[src/design/aatp_pkg.sv]
// Types and constants of the task picker.
package aatp_pkg;
  localparam int NumTasks = 16;
  localparam int SlotW    = 4;
  localparam int NumCores = 2;
  localparam int CmdW     = 2;
  localparam int PrioW    = 8;
  localparam int AffW     = 2;
  localparam int TickW    = 32;
  localparam int ScoreW   = 33;
  localparam int CntW     = 5;

  localparam logic [CmdW-1:0] CmdReady  = 2'd0;
  localparam logic [CmdW-1:0] CmdRemove = 2'd1;
  localparam logic [CmdW-1:0] CmdSelect = 2'd2;

  typedef struct packed {
    logic [PrioW-1:0] prio;
    logic [AffW-1:0]  aff;
    logic [TickW-1:0] stamp;
  } slot_rec_t;

  localparam int RecW = $bits(slot_rec_t);
endpackage

[src/design/aatp_ram.sv]
// Generic single-port-write, registered-read RAM.
module aatp_ram #(
  parameter int Width = 8,
  parameter int Depth = 16
) (
  input  logic                     clk_i,
  input  logic                     we_i,
  input  logic [$clog2(Depth)-1:0] waddr_i,
  input  logic [Width-1:0]         wdata_i,
  input  logic [$clog2(Depth)-1:0] raddr_i,
  output logic [Width-1:0]         rdata_o
);
  logic [Width-1:0] mem_q [Depth];
  logic [Width-1:0] rdata_q;

  always_ff @(posedge clk_i) begin
    if (we_i) begin
      mem_q[waddr_i] <= wdata_i;
    end
    rdata_q <= mem_q[raddr_i];
  end

  assign rdata_o = rdata_q;
endmodule

[src/design/aging_affinity_task_picker_top.sv]
// Aging priority task picker with per-core affinity, top level.
//  channel | direction | handshake               | payload
//  in      | in        | in_valid_i/in_ready_o   | cmd, task_slot, task_priority, affinity,
//          |           |                         | core, now_tick
//  out     | out       | out_valid_o/out_ready_i | found, chosen_slot, chosen_score
//  cfg     | in        | cfg_valid_i/cfg_ready_o | cfg_data_i (tick_divisor)
// Make-ready and remove complete in the accept cycle; in_ready_o stays high.
// Select walks all 16 slots through the record RAM: a read state and a load state per slot,
// plus, for an eligible slot, the age divider (one quotient bit a cycle) and a compare
// state. A result not yet taken holds the scan.
// Reset empties the ready set and sets the divisor to 1; no RAM clearing.
module aging_affinity_task_picker_top (
  input  logic                         clk_i,
  input  logic                         rst_ni,
  input  logic                         in_valid_i,
  output logic                         in_ready_o,
  input  logic [aatp_pkg::CmdW-1:0]    cmd_i,
  input  logic [aatp_pkg::SlotW-1:0]   task_slot_i,
  input  logic [aatp_pkg::PrioW-1:0]   task_priority_i,
  input  logic [aatp_pkg::AffW-1:0]    affinity_i,
  input  logic                         core_i,
  input  logic [aatp_pkg::TickW-1:0]   now_tick_i,
  output logic                         out_valid_o,
  input  logic                         out_ready_i,
  output logic                         found_o,
  output logic [aatp_pkg::SlotW-1:0]   chosen_slot_o,
  output logic signed [aatp_pkg::ScoreW-1:0] chosen_score_o,
  input  logic                         cfg_valid_i,
  output logic                         cfg_ready_o,
  input  logic [aatp_pkg::TickW-1:0]   cfg_data_i
);
  localparam logic [2:0] StIdle = 3'd0;
  localparam logic [2:0] StRead = 3'd1;
  localparam logic [2:0] StLoad = 3'd2;
  localparam logic [2:0] StDiv  = 3'd3;
  localparam logic [2:0] StCmp  = 3'd4;
  localparam logic [2:0] StDone = 3'd5;

  localparam int N  = aatp_pkg::NumTasks;
  localparam int SW = aatp_pkg::SlotW;
  localparam int TW = aatp_pkg::TickW;
  localparam int QW = 5;

  logic [2:0] state_q, state_d;
  logic [TW-1:0] div_q;
  logic [N-1:0] ready_q, ready_d;
  logic [SW-1:0] rank_q [N];
  logic [SW-1:0] rank_d [N];
  logic [aatp_pkg::CntW-1:0] count_q, count_d;

  logic [SW-1:0] idx_q, idx_d;
  logic          core_q, core_d;
  logic [TW-1:0] now_q, now_d;
  logic [aatp_pkg::PrioW-1:0] prio_q, prio_d;
  logic [TW-1:0] rem_q, rem_d, quo_q, quo_d;
  logic [QW-1:0] bit_q, bit_d;
  logic          have_q, have_d;
  logic [SW-1:0] best_q, best_d;
  logic signed [aatp_pkg::ScoreW-1:0] best_score_q, best_score_d;

  logic          out_valid_q, out_valid_d;
  logic          found_q, found_d;
  logic [SW-1:0] oslot_q, oslot_d;
  logic signed [aatp_pkg::ScoreW-1:0] oscore_q, oscore_d;

  logic                    ram_we;
  aatp_pkg::slot_rec_t     ram_wdata, ram_rdata;
  logic [aatp_pkg::RecW-1:0] ram_rbits;

  logic          take;
  logic [SW-1:0] take_slot;
  logic [aatp_pkg::CntW-1:0] count_mid;
  logic          in_acc;
  logic [TW-1:0] div_eff;
  logic [TW:0]   sh, sh_sub;
  logic signed [aatp_pkg::ScoreW-1:0] score;
  logic          better;

  aatp_ram #(.Width(aatp_pkg::RecW), .Depth(N)) u_ram (
    .clk_i  (clk_i),
    .we_i   (ram_we),
    .waddr_i(task_slot_i),
    .wdata_i(ram_wdata),
    .raddr_i(idx_q),
    .rdata_o(ram_rbits)
  );
  assign ram_rdata = aatp_pkg::slot_rec_t'(ram_rbits);

  assign in_ready_o  = (state_q == StIdle);
  assign in_acc      = in_valid_i && in_ready_o;
  // divisor only changes while no scan is running
  assign cfg_ready_o = (state_q == StIdle);
  assign div_eff     = (div_q == '0) ? TW'(1) : div_q;

  assign ram_we    = in_acc && (cmd_i == aatp_pkg::CmdReady);
  assign ram_wdata = '{prio: task_priority_i, aff: affinity_i, stamp: now_tick_i};

  assign sh     = {rem_q, quo_q[TW-1]};
  assign sh_sub = sh - {1'b0, div_eff};
  assign score  = $signed({{(aatp_pkg::ScoreW-aatp_pkg::PrioW){1'b0}}, prio_q})
                - $signed({1'b0, quo_q});
  assign better = !have_q || (score < best_score_q) ||
                  ((score == best_score_q) && (rank_q[idx_q] < rank_q[best_q]));

  // ready set update: optional take-out, then optional append
  always_comb begin
    take      = 1'b0;
    take_slot = task_slot_i;
    if (in_acc && (cmd_i == aatp_pkg::CmdReady || cmd_i == aatp_pkg::CmdRemove)) begin
      take = 1'b1;
    end
    if (state_q == StDone && (!out_valid_q || out_ready_i) && have_q) begin
      take      = 1'b1;
      take_slot = best_q;
    end
    ready_d   = ready_q;
    rank_d    = rank_q;
    count_mid = count_q;
    if (take && ready_q[take_slot]) begin
      for (int i = 0; i < N; i++) begin
        if (ready_q[i] && rank_q[i] > rank_q[take_slot]) begin
          rank_d[i] = rank_q[i] - SW'(1);
        end
      end
      ready_d[take_slot] = 1'b0;
      count_mid = count_q - aatp_pkg::CntW'(1);
    end
    count_d = count_mid;
    if (ram_we) begin
      ready_d[task_slot_i] = 1'b1;
      rank_d[task_slot_i]  = count_mid[SW-1:0];
      count_d = count_mid + aatp_pkg::CntW'(1);
    end
  end

  always_comb begin
    state_d      = state_q;
    idx_d        = idx_q;
    core_d       = core_q;
    now_d        = now_q;
    prio_d       = prio_q;
    rem_d        = rem_q;
    quo_d        = quo_q;
    bit_d        = bit_q;
    have_d       = have_q;
    best_d       = best_q;
    best_score_d = best_score_q;
    out_valid_d  = out_valid_q && !out_ready_i;
    found_d      = found_q;
    oslot_d      = oslot_q;
    oscore_d     = oscore_q;
    case (state_q)
      StIdle: begin
        if (in_acc && cmd_i == aatp_pkg::CmdSelect) begin
          idx_d   = '0;
          core_d  = core_i;
          now_d   = now_tick_i;
          have_d  = 1'b0;
          best_d  = '0;
          state_d = StRead;
        end
      end
      StRead: state_d = StLoad;
      StLoad: begin
        if (ready_q[idx_q] && ram_rdata.aff[core_q]) begin
          prio_d  = ram_rdata.prio;
          rem_d   = '0;
          quo_d   = now_q - ram_rdata.stamp;
          bit_d   = '0;
          state_d = StDiv;
        end else if (idx_q == SW'(N - 1)) begin
          state_d = StDone;
        end else begin
          idx_d   = idx_q + SW'(1);
          state_d = StRead;
        end
      end
      StDiv: begin
        // restoring division, one quotient bit per cycle
        if (!sh_sub[TW]) begin
          rem_d = sh_sub[TW-1:0];
          quo_d = {quo_q[TW-2:0], 1'b1};
        end else begin
          rem_d = sh[TW-1:0];
          quo_d = {quo_q[TW-2:0], 1'b0};
        end
        bit_d = bit_q + QW'(1);
        if (bit_q == QW'(TW - 1)) begin
          state_d = StCmp;
        end
      end
      StCmp: begin
        if (better) begin
          have_d       = 1'b1;
          best_d       = idx_q;
          best_score_d = score;
        end
        if (idx_q == SW'(N - 1)) begin
          state_d = StDone;
        end else begin
          idx_d   = idx_q + SW'(1);
          state_d = StRead;
        end
      end
      StDone: begin
        if (!out_valid_q || out_ready_i) begin
          out_valid_d = 1'b1;
          found_d     = have_q;
          oslot_d     = have_q ? best_q : '0;
          oscore_d    = have_q ? best_score_q : '0;
          state_d     = StIdle;
        end
      end
      default: state_d = StIdle;
    endcase
  end

  always_ff @(posedge clk_i or negedge rst_ni) begin
    if (!rst_ni) begin
      state_q     <= StIdle;
      div_q       <= TW'(1);
      ready_q     <= '0;
      count_q     <= '0;
      out_valid_q <= 1'b0;
    end else begin
      state_q     <= state_d;
      ready_q     <= ready_d;
      count_q     <= count_d;
      out_valid_q <= out_valid_d;
      if (cfg_valid_i && cfg_ready_o) begin
        div_q <= cfg_data_i;
      end
    end
  end

  always_ff @(posedge clk_i) begin
    rank_q       <= rank_d;
    idx_q        <= idx_d;
    core_q       <= core_d;
    now_q        <= now_d;
    prio_q       <= prio_d;
    rem_q        <= rem_d;
    quo_q        <= quo_d;
    bit_q        <= bit_d;
    have_q       <= have_d;
    best_q       <= best_d;
    best_score_q <= best_score_d;
    found_q      <= found_d;
    oslot_q      <= oslot_d;
    oscore_q     <= oscore_d;
  end

  assign out_valid_o    = out_valid_q;
  assign found_o        = found_q;
  assign chosen_slot_o  = oslot_q;
  assign chosen_score_o = oscore_q;
endmodule

[config.mk]
export PLATFORM = sky130hd
export DESIGN_NAME = aging_affinity_task_picker_top
export DESIGN_NICKNAME = d
export VERILOG_FILES = /design/src/design/aatp_pkg.sv /design/src/design/aatp_ram.sv /design/src/design/aging_affinity_task_picker_top.sv
export SDC_FILE = /design/constraint.sdc
export NUM_CORES = 1
export LEC_CHECK = 0
export BUFFER_PORTS_ARGS = -buffer_cell sky130_fd_sc_hd__buf_4
export CORE_MARGIN = 2
export CORE_UTILIZATION = 30
export CTS_CLUSTER_SIZE = 10
export DETAILED_ROUTE_END_ITERATION = 12
export PLACE_DENSITY = 0.43
export SETUP_SLACK_MARGIN = 0.2
export SLEW_MARGIN = 20
export SYNTH_ARGS = -nofsm -noshare
export SYNTH_HDL_FRONTEND = slang
export SYNTH_SLANG_ARGS = --single-unit
[constraint.sdc]
create_clock -name clk_i -period 4.85 [get_ports clk_i]
set_input_delay 0.485 -clock clk_i [delete_from_list [all_inputs] [get_ports clk_i]]
set_output_delay 0.485 -clock clk_i [all_outputs]
set_load 0.01 [all_outputs]
* Word level (Yosys, flattened, before mapping)
Memory sizes are Yosys's and may differ from the RTL's. A register that Yosys moved wholly into a read port is not among the register bits.
Index checks and enable logic that the tools add are counted.
** Operators by class
- Equal/unequal tests :: 16
- Reduce and logical (&&, ||, !) cells :: 51
- Magnitude comparators :: 29
- Mux-type cells :: 75
- $add $sub $neg :: 23
- Div/mod/pow operators :: 0
- Shifts and indexed selects :: 0
- Bitwise gates (word level) :: 7
- $mul :: 0
** Operators by type and width (number)
- 32-bit 2-to-1 mux :: 4
- 64-bit 2-to-1 mux :: 2
- 32-bit one-hot mux with 2 select lines :: 2
- 4-bit 2-to-1 mux :: 28
- 64-bit bitwise mux :: 1
- 4-bit > comparator :: 16
- 4-bit by 1-bit subtractor with 4-bit output, second input constant :: 16
- 4-bit binary-select mux with 4-bit select :: 3
- 33-bit == test :: 1
- 33-bit less-than comparator :: 1
- 33-bit by 32-bit subtractor with 33-bit output :: 1
- 8-bit by 32-bit subtractor with 33-bit output :: 1
- 32-bit zero test :: 1
- 16-bit 2-to-1 mux :: 2
- 32-bit subtractor :: 1
- 1-bit logical AND :: 30
- 5-bit greater-or-equal comparator, second input constant :: 4
- 4-bit NOT with 5-bit output :: 4
- 3-bit one-hot mux with 6 select lines :: 1
- 16-bit AND :: 1
- 4-bit demux with 4-bit select :: 1
- 16-bit NOT :: 1
- 16-bit bitwise OR :: 1
- 4-bit by 5-bit less-than comparator with 1-bit output, second input constant :: 3
- other kinds (33) :: 75
** Storage, ports and cells
- Memory bits (writable) :: 672
- Memory bits (read-only) :: 0
- Memories :: 1
- Word-level logic and storage cells :: 236
- Bits in latches :: 0
- Bits in registers :: 311
** Memory list
- u_ram.mem_q :: words 16, width 42, read ports 1, clocked after memory_dff 1, write ports 1, line aatp_ram.sv:13 : logic [Width-1:0] mem_q [Depth];

* Depth between registers and ports, before layout
- Depth in word-level cells :: 15
- Gate-level depth with buffers :: 24
- Mapped depth without buffers :: 24

* Cells and area by module
Synthesis repeated with hierarchy kept, for this count alone.
** Unflattened totals
- Cell total of the unflattened synthesis :: 3355
- Area, all modules :: 47530.6 µm²
** By module, submodules not included
- aatp_ram :: cells each 1092, area an instance 26055.0 µm², instances 1, sequential area each 21020.2 µm²
- aging_affinity_task_picker_top :: cells each 2263, area an instance 21475.6 µm², instances 1, sequential area each 8389.3 µm²

* Least setup slack after synthesis
Ideal clock, no wire load.
- Path type :: register to register
- From :: register idx_q[0]
- To :: register best_score_q[0] (netlist bit) (enable)
- Arrival time :: 4.699 ns
- Stages on the path, launching flop included :: 13
- Path slack :: -0.240 ns
- Setup time :: 0.391 ns
- Path buffers :: 3
- Cell sequence :: edfxtp_1 > buf_1 > buf_1 > buf_1 > mux4_2 > mux4_2 > ha_1 > a2111oi_0 > nand4_1 > o21ai_0 > nand2_1 > o41a_1 > nand2_1
** On the way
- Word-level cells in the longest chain between the ends :: 8
** Ends and longest elaborated chain
- start: declaration :: line aging_affinity_task_picker_top.sv:51 : logic [SW-1:0] idx_q, idx_d;
- start signal: assignment :: line aging_affinity_task_picker_top.sv:238 : idx_q <= idx_d;
- 4-bit NOT with 5-bit output (implied by the code) :: line aging_affinity_task_picker_top.sv:103 : ((score == best_score_q) && (rank_q[idx_q] < rank_q[best_q]));
- 4-bit binary-select mux with 4-bit select :: line aging_affinity_task_picker_top.sv:103
- 4-bit 2-to-1 mux (implied by the code) (2 in a row) :: line aging_affinity_task_picker_top.sv:103
- 4-bit less-than comparator :: line aging_affinity_task_picker_top.sv:103
- 1-bit logical AND :: line aging_affinity_task_picker_top.sv:103
- 1-bit logical OR :: line aging_affinity_task_picker_top.sv:102 : assign better = !have_q || (score < best_score_q) ||
- 2-bit AND reduction (no source line)
- end signal: assignment :: line aging_affinity_task_picker_top.sv:247 : best_score_q <= best_score_d;
- end: declaration :: line aging_affinity_task_picker_top.sv:59 : logic signed [aatp_pkg::ScoreW-1:0] best_score_q, best_score_d;
No other way between the ends. The select of a mux whose other input is x is not followed.
A chain may end at the register's enable or synchronous reset.

* Final worst setup path
- From :: register quo_q[0]
- To :: register best_score_q[20] (netlist bit) (enable)
** On the way
- Word-level cells in the longest chain between the ends :: 5
** Ends and longest elaborated chain
- start: declaration :: line aging_affinity_task_picker_top.sv:55 : logic [TW-1:0] rem_q, rem_d, quo_q, quo_d;
- start signal: assignment :: line aging_affinity_task_picker_top.sv:243 : quo_q <= quo_d;
- 8-bit by 32-bit subtractor with 33-bit output (*) :: line aging_affinity_task_picker_top.sv:101 : - $signed({1'b0, quo_q});
- named net score, one bit :: line aging_affinity_task_picker_top.sv:76 : logic signed [aatp_pkg::ScoreW-1:0] score;
- 33-bit less-than comparator / 33-bit == test (equally long branches) :: line aging_affinity_task_picker_top.sv:102, aging_affinity_task_picker_top.sv:103
- 1-bit logical OR / 1-bit logical AND (equally long branches) :: line aging_affinity_task_picker_top.sv:102, aging_affinity_task_picker_top.sv:103
- 1-bit logical OR (*) :: line aging_affinity_task_picker_top.sv:102
- 2-bit AND reduction (no source line) (*)
Mark *: on every way through the listed nets, which the timed path passes. The rest lies on a longest branch.

==> flow_summary.yaml <==
status:
  status: "completed"
timing:
  slew_viol_final: 0
  fin_worst_skew_ps: 54.87
  rsz0062_at_grt: "yes"
  slew_headroom_pct: 27.80
  min_period_ps: 4739
  max_freq_mhz: 211.0
  layout_setup_ws_ps: 110.6
  worst_pin_slew_ps: 1083
  hold_viol: 0
  period_share_pct: 97.72
  setup_viol: 0
power:
  power_switching_w: 0.003870
  seq_power_share_pct: 51.4
  comb_power_share_pct: 2.0
  swShare_pct: 20.93
  intPower_w: 0.01463
  clockPowerShare_pct: 46.6
  vdd_drop_max_mv: 0.2984
  pwr_density_cell_nw_per_um2: 327.7
  leakage_nw: 19.86
placement:
  dp_cells: 5286
  dpl_cell_area_sq_um: 51730
  port_buffers: 126
  hpwl_microns: 87590
  pre_cts_ws_ps: -151.3
  gp_congestion: 0.8298
finish:
  design_area_sq_um: 56440
  final_nets: 3703
  final_cells: 5585
  drive_above_1_share_pct: 22.77
  areaGrowthSynthToFinish_pct: 19.37
  fin_util_pct: 36.09
cts:
  cts.sinks: 1024
  path_clk_slew_ps: 60
  cts_tree: "built"
  root_buffer: "clkbuf_16"
  cts_buffer_depth: 3
  numCtsBuffers: 120
  h-tree-depth: 3
  clkLatencyLatePin_ps: 760
drt:
  detail-route-antenna-nets: 0
  dr_total_vias: 27360
  drtIter0Drc: 1853
  drc: 0
  routed_via_density: 4.899
  wirelength_microns: 133800
  wl_per_cell_microns: 23.96
  dr.pass1.iters: 7
floorplanning:
  die-width_microns: 401.0
  dieArea_sq_um: 160800
  io_pins: 127
  coreArea_sq_um: 156400
  rows: 145
  die_h_microns: 401.0
  start_util_pct: 30.23
worst_setup_path:
  r2r_end: "best_score_q[20]$_DFFE_PP_"
  crit-reg2reg-launch: "quo_q[0]$_DFFE_PP_"
  reg2reg_depth: 25
  critical_path_class: "reg2reg"
  r2r_slack_ps: 110
  crit_arrival_ps: 5160
  cp.required_ps: 5270
  endpoint_kind: "flip-flop"
  critPathLaunchType: "flip-flop"
  crit_fanout: 8
worst_hold_path:
  min_path_type: "in2reg"
  holdPathStages: 1
  min_from: "now_tick_i[17]"
  holdPathEnd: "u_ram.mem_q[6][17]$_DFFE_PP_"
synth:
  syn-num-nets: 3362
  yosysWarningCount: 0
  ys.flop_type: "edfxtp_1"
  ys_types: 83
  syn_inst: 3081
  synthArstFlopShare_pct: 5.469
  syn_area_per_cell_sq_um: 15.34
  synth_edf_count: 862
  synth_area_sq_um: 47280
  synth-seq-cells: 1024
  ys_seq_area_share_pct: 62.21
job:
  cap_violations: 0
global_routing:
  grt_pass1_vias: 28010
  grt_pass1_wl_microns: 197200
  antenna_found_initial: 7
  grt_max_degree: 80
  grt_usage_pct: 16.54
  grt_remaining_overflow: 0
-- worst max-delay path: stages (launching register included) --
cell      delay (ps)
edfxtp_1         410
ha_2             220
inv_2             60
fa_2             200
a21o_1           130
a21oi_2           70
o21ai_2          150
a21oi_2           80
o21bai_1         160
a21oi_2          110
nor3_2           260
buf_4            200
nand2_8           70
or3_4            410
ha_4             270
nand2_1           70
nor3_2           180
buf_4            140
o21ai_2           50
a21oi_2          160
nor3_2            80
buf_4            130
o41a_1           440
nand2_4          110
buf_12           130
buf_12           120
-- routing by layer --
metal / GRT usage [%] / part of all wire (%)
met4: 3.284 / 1.7
met2: 26.61 / 47
met3: 2.520 / 3.5
met1: 23.72 / 48
met5: 0 / 0.043
-- sequential cells by signal, summed over array words and instances (netlist names) --
| signal | cells |
|---|---|
| idx_q | 4 |
| quo_q | 32 |
| rank_q | 64 |
| out_valid_o | 1 |
| core_q | 1 |
| ready_q | 16 |
| count_q | 4 |
| prio_q | 8 |
| best_score_q | 33 |
| state_q | 3 |
| have_q | 1 |
| chosen_slot_o | 4 |
| chosen_score_o | 33 |
| found_o | 1 |
| bit_q | 5 |
| now_q | 32 |
| div_q | 32 |
| u_ram.mem_q | 672 |
| best_q | 4 |
| u_ram.rdata_o | 42 |
| rem_q | 32 |
-- worst max path at each step --
| stage | from | endpoint | slack (ps) | cells past startpoint |
|---|---|---|---|---|
| CTS | prio_q[0]$_DFFE_PP_ | best_score_q[32]$_DFFE_PP_ | 200 | 24 |
| floorplan | state_q[1]$_DFFE_PN0P_ | rank_q[2]$_DFF_P_ | 210 | 16 |
| detailed placement | prio_q[0]$_DFFE_PP_ | best_score_q[13]$_DFFE_PP_ | -150 | 24 |
| global placement | prio_q[0]$_DFFE_PP_ | best_score_q[19]$_DFFE_PP_ | -60 | 24 |
| global route | prio_q[0]$_DFFE_PP_ | best_score_q[19]$_DFFE_PP_ | -100 | 27 |
| finish | quo_q[0]$_DFFE_PP_ | best_score_q[20]$_DFFE_PP_ | 110 | 25 |
-- Yosys cell counts (all sizes together) (7+ instances only) --
cell type,number,share of area (%)
edfxtp,862,55
mux4,271,13
inv,207,1.6
nand2,193,1.5
ha,192,5.1
o21ai,168,1.8
nor2,164,1.3
dfxtp,106,4.5
xnor2,99,1.8
a21oi,95,1.0
clkbuf,69,0.55
mux2i,67,1.4
dfrtp,55,2.9
buf,42,0.45
a21o,40,0.64
nand3,36,0.41
xor2,36,0.68
nor3,35,0.39
nand4,34,0.45
o21a,31,0.49
nor4,29,0.67
nand2b,28,0.37
nor2b,26,0.34
and2,16,0.21
and3,16,0.21
o2111ai,16,0.85
a211oi,14,0.22
o22ai,13,0.17
or3,12,0.16
a31oi,11,0.15
o31ai,10,0.16
nor3b,8,0.13
a2111oi,7,0.18
nand3b,7,0.14
-- logic make-up after synthesis --
| kind of cell | after synthesis | synth area share, % |
|---|---|---|
| flops | 1024 | 62.21 |
| simple gates | 619 | 6.579 |
| compound gates | 450 | 6.460 |
| mux | 340 | 14.38 |
| buf+inv | 318 | 2.639 |
| fa+ha+maj | 195 | 5.208 |
| xor+xnor | 135 | 2.533 |
-- repair_timing --
action,4_1_cts,5_1_grt
endpoints found under the setup margin,38,38
pin swaps,13,37
gates resized for setup,22,32
hold buffers,55,0
gates cloned,2,0
hold endpoints to repair,348,0
setup buffers,5,10
-- power by group through the flow --
stage               clock network, W  logic [W]  registers, W
global route                 0.00921   0.000404       0.00950
detailed placement                 0   0.000330       0.00969
global placement                   0   0.000331       0.00969
finish                       0.00862   0.000365       0.00951
CTS                          0.00890   0.000371       0.00951
floorplan                          0   0.000122       0.00970
-- layout make-up --
type | instances | area, sq um
Inverter | 207 | 797.0
Fill cell | 14990 | 99950
Antenna cell | 1 | 2.502
Sequential cell | 1024 | 29410
Clock buffer | 207 | 3452
Clock inverter | 19 | 296.5
Timing Repair Buffer | 330 | 3022
Tap cell | 2058 | 2575
Multi-Input combinational cell | 1739 | 16880
-- layout by cell type (no fill, tap or decap), types with 66 or more instances in the layout --
master	Yosys	final
inv_1	206	189
o21ai_0	165	158
nand2_1	192	187
clkbuf_16	0	122
buf_4	2	243
clkbuf_1	69	77
xnor2_1	98	98
edfxtp_1	862	862
ha_1	192	190
mux4_2	271	271
nor2_1	164	161
dfxtp_1	106	106
mux2i_1	67	66
a21oi_1	95	88
-- per-stage QoR --
step | setup TNS, ps | power [W] | hold slack [ps]
6_report | 0 | 0.01850 | 61.15
2_1_floorplan | 0 | 0.009818 | 189.4
3_3_place_gp | -2075 | 0.01002 | 409.2
4_1_cts | 0 | 0.01878 | 0.2313
5_1_grt | -2343 | 0.01911 | 26.93
3_5_place_dp | -5316 | 0.01002 | 408.0
(Power assumes the default switching activity.)
